===== src/design/rm2q_pkg.sv =====
// shared constants and types for the rotation matrix to quaternion block
`default_nettype none

package rm2q_pkg;

  localparam int FRAC_BITS = 14;
  localparam int DATA_W    = 16;
  localparam int ONE       = 1 << FRAC_BITS;

  localparam int N_MAT  = 9;
  localparam int IN_W   = N_MAT * DATA_W;
  localparam int OUT_W  = 4 * DATA_W;
  localparam int USER_W = 3;

  // sum of three entries, magnitude of a sum of two entries
  localparam int COMB_W = DATA_W + 2;
  localparam int T_W    = COMB_W - 1;
  localparam int MAG_W  = DATA_W + 1;

  // square root of t scaled by 2^(FRAC_BITS-2)
  localparam int SQ_IN_W    = T_W + FRAC_BITS - 2;
  localparam int SQ_ROOT_W  = (SQ_IN_W + 1) / 2;
  localparam int SQ_PAD_W   = 2 * SQ_ROOT_W;
  localparam int SQ_REM_W   = SQ_ROOT_W + 3;
  localparam int SQ_BPS     = 3;
  localparam int SQ_STAGES  = (SQ_ROOT_W + SQ_BPS - 1) / SQ_BPS;

  // rounded division of mag << FRAC_BITS by 4 * root
  localparam int DEN_W      = SQ_ROOT_W + 2;
  localparam int NUM_W      = MAG_W + FRAC_BITS;
  localparam int Q_W        = DATA_W;
  localparam int DIV_REM_W  = DEN_W + 1;
  localparam int DIV_BPS    = 4;
  localparam int DIV_STAGES = (Q_W + DIV_BPS - 1) / DIV_BPS;

  localparam int N_STG = 1 + SQ_STAGES + DIV_STAGES + 1;

  typedef enum logic [1:0] {
    PICK_W = 2'd0,
    PICK_X = 2'd1,
    PICK_Y = 2'd2,
    PICK_Z = 2'd3
  } pick_e;

  typedef struct packed {
    pick_e                 pick;
    logic                  invalid;
    logic [2:0]            neg;
    logic [2:0][MAG_W-1:0] mag;
  } side_t;

endpackage

`default_nettype wire


===== src/design/rotation_matrix_to_quaternion.sv =====
// Rotation matrix (Q1.14) to quaternion (Q1.14) by the largest-component method.
// Fully pipelined: one matrix is taken per cycle while the output is not stalled;
// its quaternion passes 1 input stage, 5 square-root stages at 3 root bits each, 4
// divider stages at 4 quotient bits each and 1 output register. Every stage
// carries its own valid bit, so a stalled output only holds back the stages
// behind it that are full. tuser reports the chosen component and a flag that
// marks a non-positive root argument (identity is then returned).
`default_nettype none

module rotation_matrix_to_quaternion (
  input  wire logic                          clk_i,
  input  wire logic                          rst_ni,
  input  wire logic                          s_axis_tvalid,
  output logic                               s_axis_tready,
  // m00, m01, m02, m10, m11, m12, m20, m21, m22, 16 bits each
  input  wire logic [rm2q_pkg::IN_W-1:0]     s_axis_tdata,
  output logic                               m_axis_tvalid,
  input  wire logic                          m_axis_tready,
  // qx, qy, qz, qw, 16 bits each
  output logic [rm2q_pkg::OUT_W-1:0]         m_axis_tdata,
  // largest_pick [1:0], invalid_flag [2]
  output logic [rm2q_pkg::USER_W-1:0]        m_axis_tuser
);
  import rm2q_pkg::*;

  localparam int ST_SQ  = 1;
  localparam int ST_DIV = ST_SQ + SQ_STAGES;
  localparam int ST_OUT = N_STG - 1;

  logic [N_STG-1:0] vld_q;
  logic [N_STG-1:0] en;

  logic [T_W-1:0]          t_f;
  side_t                   side_f, side_s, side_v;
  logic [SQ_ROOT_W-1:0]    big_s, big_v;
  logic [2:0][Q_W-1:0]     quo_v;

  logic [DATA_W-1:0]       lane_val [3];
  logic [DATA_W-1:0]       big_val;
  logic [DATA_W-1:0]       qx_d, qy_d, qz_d, qw_d;
  logic [OUT_W-1:0]        tdata_d, tdata_q;
  logic [USER_W-1:0]       tuser_d, tuser_q;

  // a stage moves when it is empty or the one after it moves
  always_comb begin
    en[ST_OUT] = !vld_q[ST_OUT] || m_axis_tready;
    for (int k = ST_OUT - 1; k >= 0; k--) begin
      en[k] = !vld_q[k] || en[k+1];
    end
  end

  always_ff @(posedge clk_i or negedge rst_ni) begin
    if (!rst_ni) begin
      vld_q <= '0;
    end else begin
      if (en[0]) vld_q[0] <= s_axis_tvalid;
      for (int k = 1; k < N_STG; k++) begin
        if (en[k]) vld_q[k] <= vld_q[k-1];
      end
    end
  end

  assign s_axis_tready = en[0];

  rm2q_front u_front (
    .clk_i   (clk_i),
    .en_i    (en[0]),
    .tdata_i (s_axis_tdata),
    .t_o     (t_f),
    .side_o  (side_f)
  );

  rm2q_sqrt u_sqrt (
    .clk_i  (clk_i),
    .en_i   (en[ST_SQ +: SQ_STAGES]),
    .t_i    (t_f),
    .side_i (side_f),
    .big_o  (big_s),
    .side_o (side_s)
  );

  rm2q_div u_div (
    .clk_i  (clk_i),
    .en_i   (en[ST_DIV +: DIV_STAGES]),
    .big_i  (big_s),
    .side_i (side_s),
    .quo_o  (quo_v),
    .big_o  (big_v),
    .side_o (side_v)
  );

  // saturate to one, then apply the sign
  always_comb begin
    for (int l = 0; l < 3; l++) begin
      lane_val[l] = (quo_v[l] > Q_W'(ONE)) ? DATA_W'(ONE) : DATA_W'(quo_v[l]);
      if (side_v.neg[l]) lane_val[l] = DATA_W'(-lane_val[l]);
    end
    big_val = (big_v > SQ_ROOT_W'(ONE)) ? DATA_W'(ONE) : DATA_W'(big_v);
  end

  always_comb begin
    case (side_v.pick)
      PICK_W: begin
        qx_d = lane_val[0]; qy_d = lane_val[1]; qz_d = lane_val[2]; qw_d = big_val;
      end
      PICK_X: begin
        qx_d = big_val; qy_d = lane_val[0]; qz_d = lane_val[1]; qw_d = lane_val[2];
      end
      PICK_Y: begin
        qx_d = lane_val[0]; qy_d = big_val; qz_d = lane_val[1]; qw_d = lane_val[2];
      end
      default: begin
        qx_d = lane_val[0]; qy_d = lane_val[1]; qz_d = big_val; qw_d = lane_val[2];
      end
    endcase
    if (side_v.invalid) begin
      tdata_d = {DATA_W'(ONE), {(3*DATA_W){1'b0}}};
      tuser_d = {1'b1, PICK_W};
    end else begin
      tdata_d = {qw_d, qz_d, qy_d, qx_d};
      tuser_d = {1'b0, side_v.pick};
    end
  end

  always_ff @(posedge clk_i) begin
    if (en[ST_OUT]) begin
      tdata_q <= tdata_d;
      tuser_q <= tuser_d;
    end
  end

  assign m_axis_tvalid = vld_q[ST_OUT];
  assign m_axis_tdata  = tdata_q;
  assign m_axis_tuser  = tuser_q;

  // the four trace combinations sum to zero, so the root argument stays positive
  a_no_invalid: assert property (@(posedge clk_i) disable iff (!rst_ni)
    m_axis_tvalid |-> !m_axis_tuser[2])
    else $error("invalid flag raised");

  a_range: assert property (@(posedge clk_i) disable iff (!rst_ni)
    m_axis_tvalid |->
      ($signed(m_axis_tdata[DATA_W-1:0]) <= ONE) &&
      ($signed(m_axis_tdata[DATA_W-1:0]) >= -ONE) &&
      ($signed(m_axis_tdata[4*DATA_W-1:3*DATA_W]) <= ONE) &&
      ($signed(m_axis_tdata[4*DATA_W-1:3*DATA_W]) >= -ONE))
    else $error("quaternion component out of range");

  a_full_stall: assert property (@(posedge clk_i) disable iff (!rst_ni)
    (&vld_q) && !m_axis_tready |-> !s_axis_tready)
    else $error("request taken into a full stalled pipeline");

  a_enter: assert property (@(posedge clk_i) disable iff (!rst_ni)
    s_axis_tvalid && s_axis_tready |=> vld_q[0])
    else $error("accepted request lost at input stage");

endmodule

`default_nettype wire


===== src/design/rm2q_front.sv =====
// input stage: trace combinations, largest pick and off-diagonal terms
`default_nettype none

module rm2q_front (
  input  wire logic                   clk_i,
  input  wire logic                   en_i,
  input  wire logic [rm2q_pkg::IN_W-1:0] tdata_i,
  output logic [rm2q_pkg::T_W-1:0]    t_o,
  output rm2q_pkg::side_t             side_o
);
  import rm2q_pkg::*;

  logic signed [DATA_W-1:0] m [N_MAT];
  logic signed [COMB_W-1:0] c0, c1, c2, c3, best01, best012, best;
  pick_e                    p01, p012, pick;
  logic signed [COMB_W:0]   tt;
  logic signed [MAG_W:0]    d_xw, d_yw, d_zw, s_01, s_02, s_12;
  logic signed [MAG_W:0]    lane [3];
  side_t                    side_d;

  logic [T_W-1:0] t_q;
  side_t          side_q;

  for (genvar k = 0; k < N_MAT; k++) begin : g_unpack
    assign m[k] = $signed(tdata_i[k*DATA_W +: DATA_W]);
  end

  assign c0 = COMB_W'(m[0]) + COMB_W'(m[4]) + COMB_W'(m[8]);
  assign c1 = COMB_W'(m[0]) - COMB_W'(m[4]) - COMB_W'(m[8]);
  assign c2 = COMB_W'(m[4]) - COMB_W'(m[0]) - COMB_W'(m[8]);
  assign c3 = COMB_W'(m[8]) - COMB_W'(m[0]) - COMB_W'(m[4]);

  // strict compare keeps ties on the earlier component
  assign best01  = (c1 > c0) ? c1 : c0;
  assign p01     = (c1 > c0) ? PICK_X : PICK_W;
  assign best012 = (c2 > best01) ? c2 : best01;
  assign p012    = (c2 > best01) ? PICK_Y : p01;
  assign best    = (c3 > best012) ? c3 : best012;
  assign pick    = (c3 > best012) ? PICK_Z : p012;

  assign tt = (COMB_W+1)'(best) + (COMB_W+1)'(ONE);

  assign d_xw = (MAG_W+1)'(m[5]) - (MAG_W+1)'(m[7]);
  assign d_yw = (MAG_W+1)'(m[6]) - (MAG_W+1)'(m[2]);
  assign d_zw = (MAG_W+1)'(m[1]) - (MAG_W+1)'(m[3]);
  assign s_01 = (MAG_W+1)'(m[1]) + (MAG_W+1)'(m[3]);
  assign s_02 = (MAG_W+1)'(m[6]) + (MAG_W+1)'(m[2]);
  assign s_12 = (MAG_W+1)'(m[5]) + (MAG_W+1)'(m[7]);

  // lanes hold the three non-chosen components in x, y, z, w order
  always_comb begin
    case (pick)
      PICK_W: begin
        lane[0] = d_xw; lane[1] = d_yw; lane[2] = d_zw;
      end
      PICK_X: begin
        lane[0] = s_01; lane[1] = s_02; lane[2] = d_xw;
      end
      PICK_Y: begin
        lane[0] = s_01; lane[1] = s_12; lane[2] = d_yw;
      end
      default: begin
        lane[0] = s_02; lane[1] = s_12; lane[2] = d_zw;
      end
    endcase
  end

  always_comb begin
    side_d.pick    = pick;
    side_d.invalid = (tt <= 0);
    for (int l = 0; l < 3; l++) begin
      side_d.neg[l] = lane[l][MAG_W];
      side_d.mag[l] = lane[l][MAG_W] ? MAG_W'(-lane[l]) : MAG_W'(lane[l]);
    end
  end

  always_ff @(posedge clk_i) begin
    if (en_i) begin
      t_q    <= tt[T_W-1:0];
      side_q <= side_d;
    end
  end

  assign t_o    = t_q;
  assign side_o = side_q;

endmodule

`default_nettype wire


===== src/design/rm2q_sqrt.sv =====
// pipelined digit-by-digit integer square root, a few root bits per stage
`default_nettype none

module rm2q_sqrt (
  input  wire logic                                clk_i,
  input  wire logic [rm2q_pkg::SQ_STAGES-1:0]      en_i,
  input  wire logic [rm2q_pkg::T_W-1:0]            t_i,
  input  wire rm2q_pkg::side_t                     side_i,
  output logic [rm2q_pkg::SQ_ROOT_W-1:0]           big_o,
  output rm2q_pkg::side_t                          side_o
);
  import rm2q_pkg::*;

  logic [SQ_REM_W-1:0]  rem_q  [SQ_STAGES];
  logic [SQ_ROOT_W-1:0] root_q [SQ_STAGES];
  logic [T_W-1:0]       t_q    [SQ_STAGES];
  side_t                side_q [SQ_STAGES];

  for (genvar s = 0; s < SQ_STAGES; s++) begin : g_stage
    logic [SQ_REM_W-1:0]  rem_in, rem_nx;
    logic [SQ_ROOT_W-1:0] root_in, root_nx;
    logic [T_W-1:0]       t_in;
    side_t                side_in;

    if (s == 0) begin : g_first
      assign rem_in  = '0;
      assign root_in = '0;
      assign t_in    = t_i;
      assign side_in = side_i;
    end else begin : g_next
      assign rem_in  = rem_q[s-1];
      assign root_in = root_q[s-1];
      assign t_in    = t_q[s-1];
      assign side_in = side_q[s-1];
    end

    always_comb begin : step
      logic [SQ_PAD_W-1:0] rad;
      logic [SQ_REM_W-1:0] trial;
      int                  idx;
      rad     = SQ_PAD_W'({t_in, {(FRAC_BITS-2){1'b0}}});
      trial   = '0;
      idx     = 0;
      rem_nx  = rem_in;
      root_nx = root_in;
      for (int j = 0; j < SQ_BPS; j++) begin
        idx = SQ_ROOT_W - 1 - (s * SQ_BPS + j);
        if (idx >= 0) begin
          rem_nx = {rem_nx[SQ_REM_W-3:0], rad[2*idx +: 2]};
          trial  = SQ_REM_W'({root_nx, 2'b01});
          if (rem_nx >= trial) begin
            rem_nx  = rem_nx - trial;
            root_nx = {root_nx[SQ_ROOT_W-2:0], 1'b1};
          end else begin
            root_nx = {root_nx[SQ_ROOT_W-2:0], 1'b0};
          end
        end
      end
    end

    always_ff @(posedge clk_i) begin
      if (en_i[s]) begin
        rem_q[s]  <= rem_nx;
        root_q[s] <= root_nx;
        t_q[s]    <= t_in;
        side_q[s] <= side_in;
      end
    end
  end

  assign big_o  = root_q[SQ_STAGES-1];
  assign side_o = side_q[SQ_STAGES-1];

endmodule

`default_nettype wire


===== src/design/rm2q_div.sv =====
// three-lane pipelined restoring divider, rounds to nearest by a half-divisor bias
`default_nettype none

module rm2q_div (
  input  wire logic                                 clk_i,
  input  wire logic [rm2q_pkg::DIV_STAGES-1:0]      en_i,
  input  wire logic [rm2q_pkg::SQ_ROOT_W-1:0]       big_i,
  input  wire rm2q_pkg::side_t                      side_i,
  output logic [2:0][rm2q_pkg::Q_W-1:0]             quo_o,
  output logic [rm2q_pkg::SQ_ROOT_W-1:0]            big_o,
  output rm2q_pkg::side_t                           side_o
);
  import rm2q_pkg::*;

  logic [DIV_REM_W-1:0]  rem_q  [DIV_STAGES][3];
  logic [Q_W-1:0]        quo_q  [DIV_STAGES][3];
  logic [NUM_W-1:0]      num_q  [DIV_STAGES][3];
  logic [SQ_ROOT_W-1:0]  big_q  [DIV_STAGES];
  side_t                 side_q [DIV_STAGES];

  for (genvar s = 0; s < DIV_STAGES; s++) begin : g_stage
    logic [DIV_REM_W-1:0] rem_in [3];
    logic [Q_W-1:0]       quo_in [3];
    logic [NUM_W-1:0]     num_in [3];
    logic [DIV_REM_W-1:0] rem_nx [3];
    logic [Q_W-1:0]       quo_nx [3];
    logic [SQ_ROOT_W-1:0] big_in;
    side_t                side_in;
    logic [DEN_W-1:0]     den;

    if (s == 0) begin : g_first
      assign big_in  = big_i;
      assign side_in = side_i;
      for (genvar l = 0; l < 3; l++) begin : g_lane
        // add den/2 = 2 * root up front for round to nearest
        assign num_in[l] = NUM_W'({side_i.mag[l], {FRAC_BITS{1'b0}}})
                         + NUM_W'({big_i, 1'b0});
        assign rem_in[l] = DIV_REM_W'(num_in[l][NUM_W-1:Q_W]);
        assign quo_in[l] = '0;
      end
    end else begin : g_next
      assign big_in  = big_q[s-1];
      assign side_in = side_q[s-1];
      for (genvar l = 0; l < 3; l++) begin : g_lane
        assign num_in[l] = num_q[s-1][l];
        assign rem_in[l] = rem_q[s-1][l];
        assign quo_in[l] = quo_q[s-1][l];
      end
    end

    assign den = {big_in, 2'b00};

    always_comb begin : step
      int b;
      b = 0;
      for (int l = 0; l < 3; l++) begin
        rem_nx[l] = rem_in[l];
        quo_nx[l] = quo_in[l];
        for (int j = 0; j < DIV_BPS; j++) begin
          b = Q_W - 1 - (s * DIV_BPS + j);
          if (b >= 0) begin
            rem_nx[l] = {rem_nx[l][DEN_W-1:0], num_in[l][b]};
            if (rem_nx[l] >= DIV_REM_W'(den)) begin
              rem_nx[l]    = rem_nx[l] - DIV_REM_W'(den);
              quo_nx[l][b] = 1'b1;
            end
          end
        end
      end
    end

    always_ff @(posedge clk_i) begin
      if (en_i[s]) begin
        for (int l = 0; l < 3; l++) begin
          rem_q[s][l] <= rem_nx[l];
          quo_q[s][l] <= quo_nx[l];
          num_q[s][l] <= num_in[l];
        end
        big_q[s]  <= big_in;
        side_q[s] <= side_in;
      end
    end
  end

  for (genvar l = 0; l < 3; l++) begin : g_out
    assign quo_o[l] = quo_q[DIV_STAGES-1][l];
  end
  assign big_o  = big_q[DIV_STAGES-1];
  assign side_o = side_q[DIV_STAGES-1];

endmodule

`default_nettype wire

===== config.mk =====
export PLATFORM = sky130hd
export DESIGN_NAME = rotation_matrix_to_quaternion
export DESIGN_NICKNAME = d
export VERILOG_FILES = /design/src/design/rm2q_pkg.sv /design/src/design/rotation_matrix_to_quaternion.sv /design/src/design/rm2q_front.sv /design/src/design/rm2q_sqrt.sv /design/src/design/rm2q_div.sv
export SDC_FILE = /design/constraint.sdc
export NUM_CORES = 2
export LEC_CHECK = 0
export ABC_AREA = 1
export BUFFER_PORTS_ARGS = -buffer_cell sky130_fd_sc_hd__buf_2
export CAP_MARGIN = 20
export CELL_PAD_IN_SITES_DETAIL_PLACEMENT = 1
export CELL_PAD_IN_SITES_GLOBAL_PLACEMENT = 1
export CORE_UTILIZATION = 45
export CTS_CLUSTER_SIZE = 12
export DETAILED_ROUTE_END_ITERATION = 10
export GPL_ROUTABILITY_DRIVEN = 0
export PLACE_DENSITY_LB_ADDON = 0.1
export SYNTH_ARGS = -nofsm -noshare
export SYNTH_HDL_FRONTEND = slang
export SYNTH_SLANG_ARGS = --single-unit

===== constraint.sdc =====
create_clock -name clk_i -period 54.6 [get_ports clk_i]
set_input_delay 8.19 -clock clk_i [delete_from_list [all_inputs] [get_ports clk_i]]
set_output_delay 8.19 -clock clk_i [all_outputs]
set_load 0.01 [all_outputs]

==> reports/metrics.cfg <==
[status]
outcome = finished, final reports clean

[clock_tree]
cts.root.buffer_cell = sky130_fd_sc_hd__clkbuf_16
cts_buffers = 102
clk_transition_reported_paths_ps = 60
cts-root-to-sink-buffers = 3
ctsHtreeMaxLevel = 3
cts-resized-gates = 0
postCtsSetupBuffers = 0
tritoncts_sink_count = 902
cts_hold_repair_buffers = 0
clk_latency_ps = 750
cts_tree = done

[die]
core_mm2 = 0.186
die_y_um = 434
fp.dieArea_mm2 = 0.189
die_width_um = 434
rows = 158
effective_utilization_at_floorplan = 0.453
ios = 217

[flow_run]
max_cap_viol_count = 0

[timing]
timing_hold_violations_final = 0
setup_violations = 0
post-route-period-util = 0.434
worst_slew_margin_rel = 0.247
fin_setup_tns_ps = 0
worst_slew_pin_slew_ps = 1130
worst_setup_skew_after_layout_ps = 49.1
rsz0062_at_grt = false
finalCriticalPeriod_ps = 23720
maximum_operating_frequency_mhz = 42.2
timing.final.max_slew_violations = 0

[critical_path]
critPathArrivalTime_ps = 15530
critical_path_required_ps = 46410
r2r.worst_path.cells = 80
crit_path_max_fanout = 71
category_of_the_most_critical_setup_path = in2out
setup.worst_path.start_class = input port
worstSetupEndpointType = output port

[finish]
layout-drive-gt1-share = 0.0579
most_frequent_cells_in_the_layout = sky130_fd_sc_hd__nand2_1 (1994), sky130_fd_sc_hd__inv_1 (1276), sky130_fd_sc_hd__ha_1 (1046)
final_net_count = 11800
fillCellCount = 22400
antenna-diode-count = 0
synthToLayoutAreaGrowth_pct = 8.91
layout.cells.most_common = sky130_fd_sc_hd__nand2_1
area.sequential_mm2 = 0.0270
multi_input_comb_area_mm2 = 0.0515

[logic_synthesis]
yosys.area_share.xor_xnor = 0.0944
synth_top_family_by_area = adder cells
syn_inst = 10300
compound_gate_portion_of_the_synthesized_area = 0.154
yosys_register_bits = 902
post_synth_instance_area_mm2 = 0.0842
part_of_the_yosys_area_used_for_sequential_elements = 0.321
post_synth_fa_ha_maj_area_fraction = 0.184
yosys_warnings = 0
synth_enable_flop_cells = 891
synth.net_count = 11600
post_synth_and_or_nand_nor_area_fraction = 0.175
asyncSetResetFlopFracSynth = 0.0122
post_synth_num_cell_types = 74
most_used_flip_flop_cell_after_synthesis = sky130_fd_sc_hd__edfxtp_1
post_synth.cell_area_avg_um2 = 8.17
multiplexer_share_of_the_synthesized_area = 0.00312

[global_route]
grt_pass1_wl_um = 420000
maximum_number_of_pins_on_one_net_before_global_route_repair = 81
gr-total-overflow = 0
number_of_antenna_violations_at_the_first_check_in_global_routing = 2
overall_routing_resource_usage = 0.283
grt_pass1_vias = 76300

[drt]
wirelength_um = 270000
dr.first_iter.drc_count = 3700
drt-pass1-iter-count = 7
via_count = 72700
detail_route.drc_violations = 0
drt.antenna.violating_nets = 0
post_drt_wl_per_cell_um = 20.7
routed_via_density = 5.56

[worst_hold_path]
holdPathStages = 0
hp-class = reg2reg

[place]
numPortBuffers = 216
detailed_place_hpwl_um = 218000

metrics by stage:
step	hold WS, ps	setup slack, ps	utilization	cells	instance area, µm²
after floorplan	400	20680	-	10300	84200
after global placement	400	30950	0.476	12900	88300
after detailed placement	405	30670	0.476	12900	88300
after CTS	403	30660	0.494	13100	91700
after global routing	413	30260	0.494	13100	91700
final	407	30880	0.494	13100	91700
critical path, stage by stage:
cell and delay (ps):
sky130_fd_sc_hd__buf_2 100, sky130_fd_sc_hd__nor2_1 230, sky130_fd_sc_hd__inv_2 90, sky130_fd_sc_hd__nor2_1 170, sky130_fd_sc_hd__clkinv_2 90, sky130_fd_sc_hd__buf_4 390
sky130_fd_sc_hd__nor2_1 310, sky130_fd_sc_hd__inv_4 240, sky130_fd_sc_hd__nor2_1 200, sky130_fd_sc_hd__clkinv_2 620, sky130_fd_sc_hd__nor2_1 390, sky130_fd_sc_hd__clkinv_2 330
sky130_fd_sc_hd__nor2_1 230, sky130_fd_sc_hd__clkinv_2 240, sky130_fd_sc_hd__nor2_1 220, sky130_fd_sc_hd__clkinv_2 70, sky130_fd_sc_hd__buf_4 300, sky130_fd_sc_hd__nor2_1 240
sky130_fd_sc_hd__clkinv_2 390, sky130_fd_sc_hd__nor2_1 290, sky130_fd_sc_hd__clkinv_2 720, sky130_fd_sc_hd__nor2_1 630, sky130_fd_sc_hd__nand2_4 320, sky130_fd_sc_hd__buf_2 250
cell families after synthesis:
kind of cell	Yosys count
AOI/OAI and AO/OA	2305
and+or+nand+nor	3498
xor gates and xnor gates	906
DFF	902
adders and majority gates	1168
muxes	25
buffers and inverters	1497
routing by layer:
metal / global-route usage / part of all wire / vias to the layer above
met3: 0.0247 / 0.032 / 475
met4: 0.114 / 0.042 / 2
li1: - / - / 35600
met5: 0 / 0.000048 / -
met2: 0.519 / 0.50 / 1325
met1: 0.339 / 0.42 / 35300
layout make-up:
cell class	count	share of cell area
clock inverters	57	0.00801
clock buffers	123	0.0292
repair buffers	301	0.0188
well taps	2480	0.0338
multi-input cells	7902	0.561
inverters	1316	0.0540
flip-flops and latches	902	0.295
synth_stat cells (all sizes together) (8+ instances only):
master / number / area, µm²
a21o: 43 / 323
a22oi: 8 / 60.1
xnor2: 359 / 3140
o221ai: 17 / 149
mux2i: 15 / 150
nor4: 47 / 294
nand3: 434 / 2270
nand2: 2019 / 7650
mux2: 10 / 113
o21a: 18 / 135
nand4: 115 / 726
nand3b: 25 / 188
a31oi: 27 / 169
o31ai: 26 / 195
ha: 1046 / 13100
clkbuf: 141 / 529
nor3: 102 / 536
xor2: 547 / 4800
o22ai: 26 / 163
a221oi: 22 / 193
a211oi: 13 / 103
or2: 33 / 206
o21bai: 198 / 1490
edfxtp: 891 / 26800
nor2: 692 / 2690
o21ai: 860 / 4330
and2: 15 / 93.8
inv: 1309 / 4910
dfrtp: 11 / 275
a221o: 28 / 280
a21oi: 954 / 4790
buf: 40 / 250
fa: 122 / 2440
o211ai: 22 / 165
final timing paths:
kind,start,endpoint,slack [ps]
worst min register to register,u_sqrt.side_q[0][186],u_sqrt.side_q[0][243],410
worst max register to register,u_sqrt.root_q[0][73],u_div.rem_q[0][43],38390
worst max-delay path,m_axis_tready,s_axis_tready,30880
max in group asynchronous,rst_ni,vld_q[10],46950
worst min-delay path,u_sqrt.side_q[0][186],u_sqrt.side_q[0][243],410
min in group asynchronous,rst_ni,vld_q[9],7360
sequential cells by signal, summed over array words and instances (netlist names):
signal and cells:
u_sqrt.t_q 18, u_div.rem_q 141, u_front.t_o 17, u_div.quo_q 120, u_front.side_o 57, vld_q 11, u_div.big_q 54, u_sqrt.root_q 44
m_axis_tdata 64, u_sqrt.side_q 285, u_div.side_q 24, u_sqrt.rem_q 64, m_axis_tuser 3
Power is not shown: default switching activity piles up to over one toggle a cycle in this logic, so the estimate is an artifact.
